**src/hw/rtl/skv_pkg.sv**
```systemverilog
// ----------------------------------------------------------------------------
// skv_pkg
// Shared constants and types of the sorted key/value table.
// ----------------------------------------------------------------------------
`default_nettype none

package skv_pkg;

  localparam int Capacity        = 16;
  localparam int KeyBits         = 32;
  localparam int ValueBits       = 32;
  localparam int EntryValueBits  = 32;
  localparam int CountBits       = $clog2(Capacity + 1);
  localparam int PosBits         = 4;
  localparam int LimitBits       = 5;
  localparam int EntryLimitReset = 16;

  typedef enum logic [1:0] {
    OP_INSERT = 2'd0,
    OP_REMOVE = 2'd1,
    OP_FIND   = 2'd2,
    OP_NOP    = 2'd3
  } op_e;

  typedef enum logic [1:0] {
    ST_DONE      = 2'd0,
    ST_FULL      = 2'd1,
    ST_DUPLICATE = 2'd2,
    ST_ABSENT    = 2'd3
  } status_e;

  typedef struct packed {
    logic ins_en;
    logic rem_en;
  } cell_ctrl_t;

endpackage

`default_nettype wire

```
**src/hw/rtl/skv_in_if.sv**
```systemverilog
// ----------------------------------------------------------------------------
// skv_in_if
// Request channel: operation, key and value word, valid/ready handshake.
// ----------------------------------------------------------------------------
`default_nettype none

interface skv_in_if;
  logic                               valid;
  logic                               ready;
  logic [1:0]                         op;
  logic signed [skv_pkg::KeyBits-1:0] search_key;
  logic [skv_pkg::EntryValueBits-1:0] entry_value;

  modport source (output valid, output op, output search_key, output entry_value,
                  input ready);
  modport sink (input valid, input op, input search_key, input entry_value,
                output ready);
endinterface

`default_nettype wire

```
**src/hw/rtl/skv_out_if.sv**
```systemverilog
// ----------------------------------------------------------------------------
// skv_out_if
// Response channel: status, position and entry count, valid/ready handshake.
// ----------------------------------------------------------------------------
`default_nettype none

interface skv_out_if;
  logic                          valid;
  logic                          ready;
  logic [1:0]                    status;
  logic [skv_pkg::PosBits-1:0]   position;
  logic [skv_pkg::CountBits-1:0] count_after;

  modport source (output valid, output status, output position, output count_after,
                  input ready);
  modport sink (input valid, input status, input position, input count_after,
                output ready);
endinterface

`default_nettype wire

```
**src/hw/rtl/skv_cell.sv**
```systemverilog
// ----------------------------------------------------------------------------
// skv_cell
// One slot of the table: holds a key and value, compares against the search
// key and takes the new entry or a neighbour's entry on insert and remove.
// ----------------------------------------------------------------------------
`default_nettype none

module skv_cell (
  input  wire                                 clk_i,
  input  wire skv_pkg::cell_ctrl_t            ctrl_i,
  input  wire                                 valid_i,
  input  wire logic signed [skv_pkg::KeyBits-1:0] search_key_i,
  input  wire logic [skv_pkg::ValueBits-1:0]  new_value_i,
  input  wire                                 left_lt_i,
  input  wire logic signed [skv_pkg::KeyBits-1:0] left_key_i,
  input  wire logic [skv_pkg::ValueBits-1:0]  left_value_i,
  input  wire logic signed [skv_pkg::KeyBits-1:0] right_key_i,
  input  wire logic [skv_pkg::ValueBits-1:0]  right_value_i,
  output logic signed [skv_pkg::KeyBits-1:0]  key_o,
  output logic [skv_pkg::ValueBits-1:0]       value_o,
  output logic                                lt_o,
  output logic                                eq_o
);

  logic signed [skv_pkg::KeyBits-1:0] key_d, key_q;
  logic [skv_pkg::ValueBits-1:0]      value_d, value_q;

  assign lt_o = valid_i && (key_q < search_key_i);
  assign eq_o = valid_i && (key_q == search_key_i);

  always_comb begin
    key_d   = key_q;
    value_d = value_q;
    if (ctrl_i.ins_en && !lt_o) begin
      if (left_lt_i) begin
        key_d   = search_key_i;
        value_d = new_value_i;
      end else begin
        key_d   = left_key_i;
        value_d = left_value_i;
      end
    end else if (ctrl_i.rem_en && !lt_o) begin
      key_d   = right_key_i;
      value_d = right_value_i;
    end
  end

  always_ff @(posedge clk_i) begin
    key_q   <= key_d;
    value_q <= value_d;
  end

  assign key_o   = key_q;
  assign value_o = value_q;

endmodule

`default_nettype wire

```
**src/hw/rtl/sorted_key_value_table_top.sv**
```systemverilog
// ----------------------------------------------------------------------------
// sorted_key_value_table_top
// Sorted key/value table built as a row of compare-and-shift cells.
// ----------------------------------------------------------------------------
// Requests arrive on in_i (op, search_key, entry_value) and one response per
// request leaves on out_o (status, position, count_after), both valid/ready.
// All cells compare their key against the request key in the same cycle; an
// insert moves every larger entry one cell up, a remove moves them one cell
// down, so the table is updated at the accepting clock edge.
// The response is registered and valid in the cycle after acceptance.
// Throughput: one request per cycle unless out_o stalls; the next request sees the updated table.
// in_i.ready is low only while a response is held and out_o.ready is low, so
// a stalled receiver holds the response and stops further requests.
// entry_limit is written through cfg_we_i/cfg_wdata_i; the user must do so
// only while idle, which the block does not enforce. Values above the cell
// count act as the cell count. Reset empties the table (count zero), sets the
// limit to 16 and drops any pending response; no clearing pass is needed.
// ----------------------------------------------------------------------------
`default_nettype none

module sorted_key_value_table_top (
  input  wire                                  clk_i,
  input  wire                                  rst_ni,
  input  wire                                  cfg_we_i,
  input  wire logic [skv_pkg::LimitBits-1:0]   cfg_wdata_i,
  skv_in_if.sink                               in_i,
  skv_out_if.source                            out_o
);

  localparam int N = skv_pkg::Capacity;

  logic [skv_pkg::LimitBits-1:0] limit_q;
  logic [skv_pkg::CountBits-1:0] count_d, count_q;
  logic [skv_pkg::CountBits-1:0] eff_limit;

  logic                          out_vld_q;
  logic [1:0]                    status_d, status_q;
  logic [skv_pkg::PosBits-1:0]   pos_d, pos_q;

  logic                          accept;
  logic                          found;
  logic [skv_pkg::PosBits-1:0]   lb_pos;
  skv_pkg::cell_ctrl_t           ctrl;

  logic [N-1:0]                         lt_vec, eq_vec, valid_vec;
  logic signed [skv_pkg::KeyBits-1:0]   key_arr [N];
  logic [skv_pkg::ValueBits-1:0]        val_arr [N];
  logic [skv_pkg::ValueBits-1:0]        new_value;

  assign accept    = in_i.valid && in_i.ready;
  assign in_i.ready = !out_vld_q || out_o.ready;
  assign new_value = in_i.entry_value[skv_pkg::ValueBits-1:0];

  assign eff_limit = (limit_q > skv_pkg::LimitBits'(N)) ? skv_pkg::CountBits'(N)
                                                         : skv_pkg::CountBits'(limit_q);

  assign found  = |eq_vec;
  assign lb_pos = skv_pkg::PosBits'($countones(lt_vec));

  genvar g;
  generate
    for (g = 0; g < N; g++) begin : g_cell
      logic                               left_lt;
      logic signed [skv_pkg::KeyBits-1:0] left_key, right_key;
      logic [skv_pkg::ValueBits-1:0]      left_val, right_val;

      assign valid_vec[g] = (skv_pkg::CountBits'(g) < count_q);

      if (g == 0) begin : g_first
        assign left_lt  = 1'b1;
        assign left_key = key_arr[g];
        assign left_val = val_arr[g];
      end else begin : g_mid
        assign left_lt  = lt_vec[g-1];
        assign left_key = key_arr[g-1];
        assign left_val = val_arr[g-1];
      end

      if (g == N - 1) begin : g_last
        assign right_key = key_arr[g];
        assign right_val = val_arr[g];
      end else begin : g_inner
        assign right_key = key_arr[g+1];
        assign right_val = val_arr[g+1];
      end

      skv_cell u_cell (
        .clk_i         (clk_i),
        .ctrl_i        (ctrl),
        .valid_i       (valid_vec[g]),
        .search_key_i  (in_i.search_key),
        .new_value_i   (new_value),
        .left_lt_i     (left_lt),
        .left_key_i    (left_key),
        .left_value_i  (left_val),
        .right_key_i   (right_key),
        .right_value_i (right_val),
        .key_o         (key_arr[g]),
        .value_o       (val_arr[g]),
        .lt_o          (lt_vec[g]),
        .eq_o          (eq_vec[g])
      );
    end
  endgenerate

  always_comb begin
    ctrl     = '0;
    count_d  = count_q;
    status_d = skv_pkg::ST_DONE;
    pos_d    = '0;
    case (skv_pkg::op_e'(in_i.op))
      skv_pkg::OP_INSERT: begin
        if (count_q >= eff_limit) begin
          status_d = skv_pkg::ST_FULL;
        end else if (found) begin
          status_d = skv_pkg::ST_DUPLICATE;
        end else begin
          ctrl.ins_en = accept;
          count_d     = count_q + 1'b1;
          pos_d       = lb_pos;
        end
      end
      skv_pkg::OP_REMOVE: begin
        if (found) begin
          ctrl.rem_en = accept;
          count_d     = count_q - 1'b1;
          pos_d       = lb_pos;
        end else begin
          status_d = skv_pkg::ST_ABSENT;
        end
      end
      skv_pkg::OP_FIND: begin
        if (found) begin
          pos_d = lb_pos;
        end else begin
          status_d = skv_pkg::ST_ABSENT;
        end
      end
      default: begin
        status_d = skv_pkg::ST_DONE;
      end
    endcase
  end

  always_ff @(posedge clk_i or negedge rst_ni) begin
    if (!rst_ni) begin
      limit_q   <= skv_pkg::LimitBits'(skv_pkg::EntryLimitReset);
      count_q   <= '0;
      out_vld_q <= 1'b0;
    end else begin
      if (cfg_we_i) begin
        limit_q <= cfg_wdata_i;
      end
      if (accept) begin
        count_q   <= count_d;
        out_vld_q <= 1'b1;
      end else if (out_o.ready) begin
        out_vld_q <= 1'b0;
      end
    end
  end

  always_ff @(posedge clk_i) begin
    if (accept) begin
      status_q <= status_d;
      pos_q    <= pos_d;
    end
  end

  assign out_o.valid       = out_vld_q;
  assign out_o.status      = status_q;
  assign out_o.position    = pos_q;
  assign out_o.count_after = count_q;

`ifndef SYNTHESIS
  a_count_in_range: assert property (@(posedge clk_i) disable iff (!rst_ni)
    count_q <= skv_pkg::CountBits'(N))
    else $error("entry count beyond capacity");

  a_shift_exclusive: assert property (@(posedge clk_i) disable iff (!rst_ni)
    !(ctrl.ins_en && ctrl.rem_en))
    else $error("insert and remove shift in the same cycle");

  a_sorted_prefix: assert property (@(posedge clk_i) disable iff (!rst_ni)
    ((lt_vec >> 1) & ~lt_vec) == '0)
    else $error("smaller keys do not form a prefix");

  a_insert_grows: assert property (@(posedge clk_i) disable iff (!rst_ni)
    ctrl.ins_en |=> count_q == $past(count_q) + 1'b1)
    else $error("insert did not grow the table");
`endif

endmodule

`default_nettype wire

```
**src/flat_wrapper.sv**
```systemverilog
// flat-port wrapper written by rule: the top's interface ports become plain ports
module sorted_key_value_table_top_flat 
  (clk_i, rst_ni, cfg_we_i, cfg_wdata_i, in_i_valid, in_i_op, in_i_search_key, in_i_entry_value, in_i_ready, out_o_valid, out_o_status, out_o_position, out_o_count_after, out_o_ready);
  skv_in_if in_i_i ();
  skv_out_if out_o_i ();
  input  wire clk_i;
  input  wire rst_ni;
  input  wire cfg_we_i;
  input  wire logic [skv_pkg::LimitBits-1:0] cfg_wdata_i;
  input wire logic [$bits(in_i_i.valid)-1:0] in_i_valid;
  input wire logic [$bits(in_i_i.op)-1:0] in_i_op;
  input wire logic [$bits(in_i_i.search_key)-1:0] in_i_search_key;
  input wire logic [$bits(in_i_i.entry_value)-1:0] in_i_entry_value;
  output wire logic [$bits(in_i_i.ready)-1:0] in_i_ready;
  output wire logic [$bits(out_o_i.valid)-1:0] out_o_valid;
  output wire logic [$bits(out_o_i.status)-1:0] out_o_status;
  output wire logic [$bits(out_o_i.position)-1:0] out_o_position;
  output wire logic [$bits(out_o_i.count_after)-1:0] out_o_count_after;
  input wire logic [$bits(out_o_i.ready)-1:0] out_o_ready;
  assign in_i_i.valid = in_i_valid;
  assign in_i_i.op = in_i_op;
  assign in_i_i.search_key = in_i_search_key;
  assign in_i_i.entry_value = in_i_entry_value;
  assign in_i_ready = in_i_i.ready;
  assign out_o_valid = out_o_i.valid;
  assign out_o_status = out_o_i.status;
  assign out_o_position = out_o_i.position;
  assign out_o_count_after = out_o_i.count_after;
  assign out_o_i.ready = out_o_ready;
  sorted_key_value_table_top u_core (.clk_i(clk_i), .rst_ni(rst_ni), .cfg_we_i(cfg_we_i), .cfg_wdata_i(cfg_wdata_i), .in_i(in_i_i), .out_o(out_o_i));
endmodule
```
**config.mk**
```make
export PLATFORM = sky130hd
export DESIGN_NAME = sorted_key_value_table_top_flat
export DESIGN_NICKNAME = d
export VERILOG_FILES = /design/src/hw/rtl/skv_pkg.sv /design/src/hw/rtl/skv_in_if.sv /design/src/hw/rtl/skv_out_if.sv /design/src/hw/rtl/skv_cell.sv /design/src/hw/rtl/sorted_key_value_table_top.sv /design/src/flat_wrapper.sv
export SDC_FILE = /design/constraint.sdc
export NUM_CORES = 2
export LEC_CHECK = 0
export BUFFER_PORTS_ARGS = -buffer_cell sky130_fd_sc_hd__buf_2
export CORE_MARGIN = 5
export CORE_UTILIZATION = 35
export DETAILED_ROUTE_END_ITERATION = 6
export GPL_TIMING_DRIVEN = 0
export PLACE_DENSITY = 0.56
export SLEW_MARGIN = 20
export SYNTH_ARGS = -nofsm -noshare
export SYNTH_HDL_FRONTEND = slang
export SYNTH_HIERARCHICAL = 1
export SYNTH_SLANG_ARGS = --single-unit
```
**constraint.sdc**
```tcl
create_clock -name clk_i -period 10.29 [get_ports clk_i]
set_input_delay 2.058 -clock clk_i [delete_from_list [all_inputs] [get_ports clk_i]]
set_output_delay 2.058 -clock clk_i [all_outputs]
set_load 0.02 [all_outputs]
```
==> results.yml <==
die:
  die_w_um: 365
  dieArea_mm2: 0.133
  die_h_um: 365
  fp-row-count: 130
  start_util_pct: 35.1
  ios: 89
  core_area_mm2: 0.125
critical_path:
  startpoint: "in_i_search_key[31]"
  cp.arrival_ns: 8.13
  cp_max_fo: 32
  rrSetupSlack_ns: 3.90
  worst-path-buf-inv: 4
  slowest_delay_ns: 0.72
  required_ns: 10.64
  critPathCaptureType: "flop"
  crit_slowest_cell: "nor4_1"
  cp_common_cell: "fa_1"
  crit_end: "u_core/out_o.position[2]"
  r2r_start: "u_core/out_o.count_after[4]"
  crit_type: "in -> reg"
  r2r_end: "u_core/g_cell[9].u_cell/key_o[5]"
  reg2reg_depth: 19
  start_kind: "input port"
  cp.depth: 18
  path_delay_family: "adder cells"
  path_cells: "buf_2 -> inv_1 -> ha_1 -> nand4_1 -> nor4_1 -> o41ai_2 -> nand2_1 -> o21ai_0 -> inv_1 -> fa_1 -> fa_1 -> fa_1 -> fa_1 -> inv_1 -> ha_1 -> fa_1 -> xnor2_1 -> nor3_1"
final_layout:
  drive_above_1_share_pct: 30.0
  regArea_mm2: 0.0158
  multi_input_area_mm2: 0.0249
  final_area_mm2: 0.0485
  final_nets: 4693
  fill_cells: 12300
  area_delta_synth_final_pct: 10.1
cts:
  cts_root_buf: "clkbuf_16"
  cts_hold_buf: 0
  path_clk_slew_ns: 0.06
  cts_setup_buffers: 0
  cts.sinks: 529
  cts_htree_levels: 3
  cts_tree: "done"
  clkLatencyLatePin_ns: 0.62
  cts_buffer_depth: 3
  cts_inserted_buffers: 66
  cts_resized: 0
yosys:
  synth_cells: 3953
  ys_warn_count: 6
  syn_nets: 4567
  syn_area_per_cell_um2: 11.1
  syn_area_mm2: 0.0440
power:
  power_frac_comb_pct: 41.0
  ir_drop_mv: 0.116
  power.internal_uw: 5850
  pwr-share-clk_pct: 25.3
  power_uw: 8950
  p_sw_uw: 3100
  seqPwrFrac_pct: 33.8
  p_leak_uw: 0.0195
  p_sw_share_pct: 34.7
  powerDensity_mw_per_mm2: 185
timing:
  min_period_ns: 7.78
  finalCritPeriodShare_pct: 75.6
  finalSetupViolCount: 0
  slew_headroom_pct: 26.5
  worst_pin_slew_ns: 1.09
  slew_viol_final: 0
  fin_tns_setup_ns: 0
  worst_clock_skew_ns: 0.0303
  fmax_mhz: 128
  hold_viol: 0
  rsz0062_at_grt: "false"
global_routing:
  top_usage_layer: "met2"
  grt_pass1_vias: 30200
  groute.layer.met3.usage_pct: 1.99
  grtUsageMet2_pct: 27.3
  antenna_found_initial: 0
  overflow: 0
  grt_pass1_wl_um: 173000
  gr-usage-met1_pct: 22.4
  grt_max_degree: 33
  track_usage_pct: 16.4
placement:
  gp_congestion: 0.840
  port_buffers: 56
  hpwlAfterDp_um: 90000
  post_dp_cell_area_mm2: 0.0464
job:
  maxCapViolations: 0
drt:
  drc: 0
  vias: 29700
  drtIter0Drc: 1772
  firstDrtPassIters: 6
  viasPerCell: 5.13
  drt_wl_total_um: 111000
  antenna_left: 0
  wl_per_cell_um: 19.2
status:
  status: "finished clean"
min_path:
  hold_path_class: "reg -> reg"
-- placed cells by master, fill, tap and decap left out, drive strengths merged, types with 36 or more instances in the layout --
master	count
nand2b	37
clkbuf	182
nor2	41
nand2	210
edfxtp	518
buf	132
nor4	36
a21oi	244
mux2i	66
inv	564
nand4	98
mux2	964
ha	528
and4	45
o21ai	165
-- per-stage QoR --
step                hold slack (ns)  utilization (%)  setup WS [ns]  std cells
floorplan                     0.473                -           3.56       3953
global placement              0.489             37.0          0.273       5659
detailed placement            0.498             37.1           1.86       5661
CTS                           0.510             38.7           2.53       5780
global route                  0.540             38.7           2.35       5780
finish                        0.500             38.7           2.51       5781
-- power groups by stage --
stage / logic, uW / clock network, uW / registers, uW
final: 3670 / 2260 / 3020
after detailed placement: 3680 / 0 / 3070
after CTS: 3690 / 2340 / 3020
after floorplan: 2760 / 0 / 2970
after global routing: 4030 / 2430 / 3060
after global placement: 3600 / 0 / 3060
-- metal layers --
layer  share of wire (%)  routed length (um)  up-vias
met5                   0                   0        -
met4                 2.9                3210        0
met3                 3.2                3530      161
met2                  46               50900      505
met1                  48               53200    14300
li1                    -                   -    14700
-- registers in the layout, indices dropped and copies added, names as in the netlist --
name / count
u_core/out_o.valid: 1
u_core/g_cell.u_cell/key_o: 512
u_core/out_o.status: 2
u_core/limit_q: 5
u_core/out_o.count_after: 5
u_core/out_o.position: 4
-- layout make-up --
class / instances / area share (%)
timing repair buffer: 58 / 0.677
antenna: 1 / 0.00516
tap: 1650 / 4.26
inverter: 562 / 4.35
sequential: 529 / 32.7
clock inverter: 35 / 0.483
buffer: 172 / 2.40
multi-input combinational: 2690 / 51.4
clock buffer: 84 / 3.70
-- worst min-delay path by stage --
stage	end	cells past startpoint	slack [ns]	start
6_report	u_core/limit_q[0]	1	0.50	u_core/limit_q[0]
5_1_grt	u_core/limit_q[0]	1	0.54	u_core/limit_q[0]
4_1_cts	u_core/limit_q[0]	1	0.51	u_core/limit_q[0]
3_5_place_dp	u_core/limit_q[0]	1	0.50	u_core/limit_q[0]
3_3_place_gp	u_core/limit_q[0]	1	0.49	u_core/limit_q[0]
2_1_floorplan	u_core/limit_q[0]	1	0.47	u_core/limit_q[0]
No activity file was read; power rests on OpenSTA's default activity.
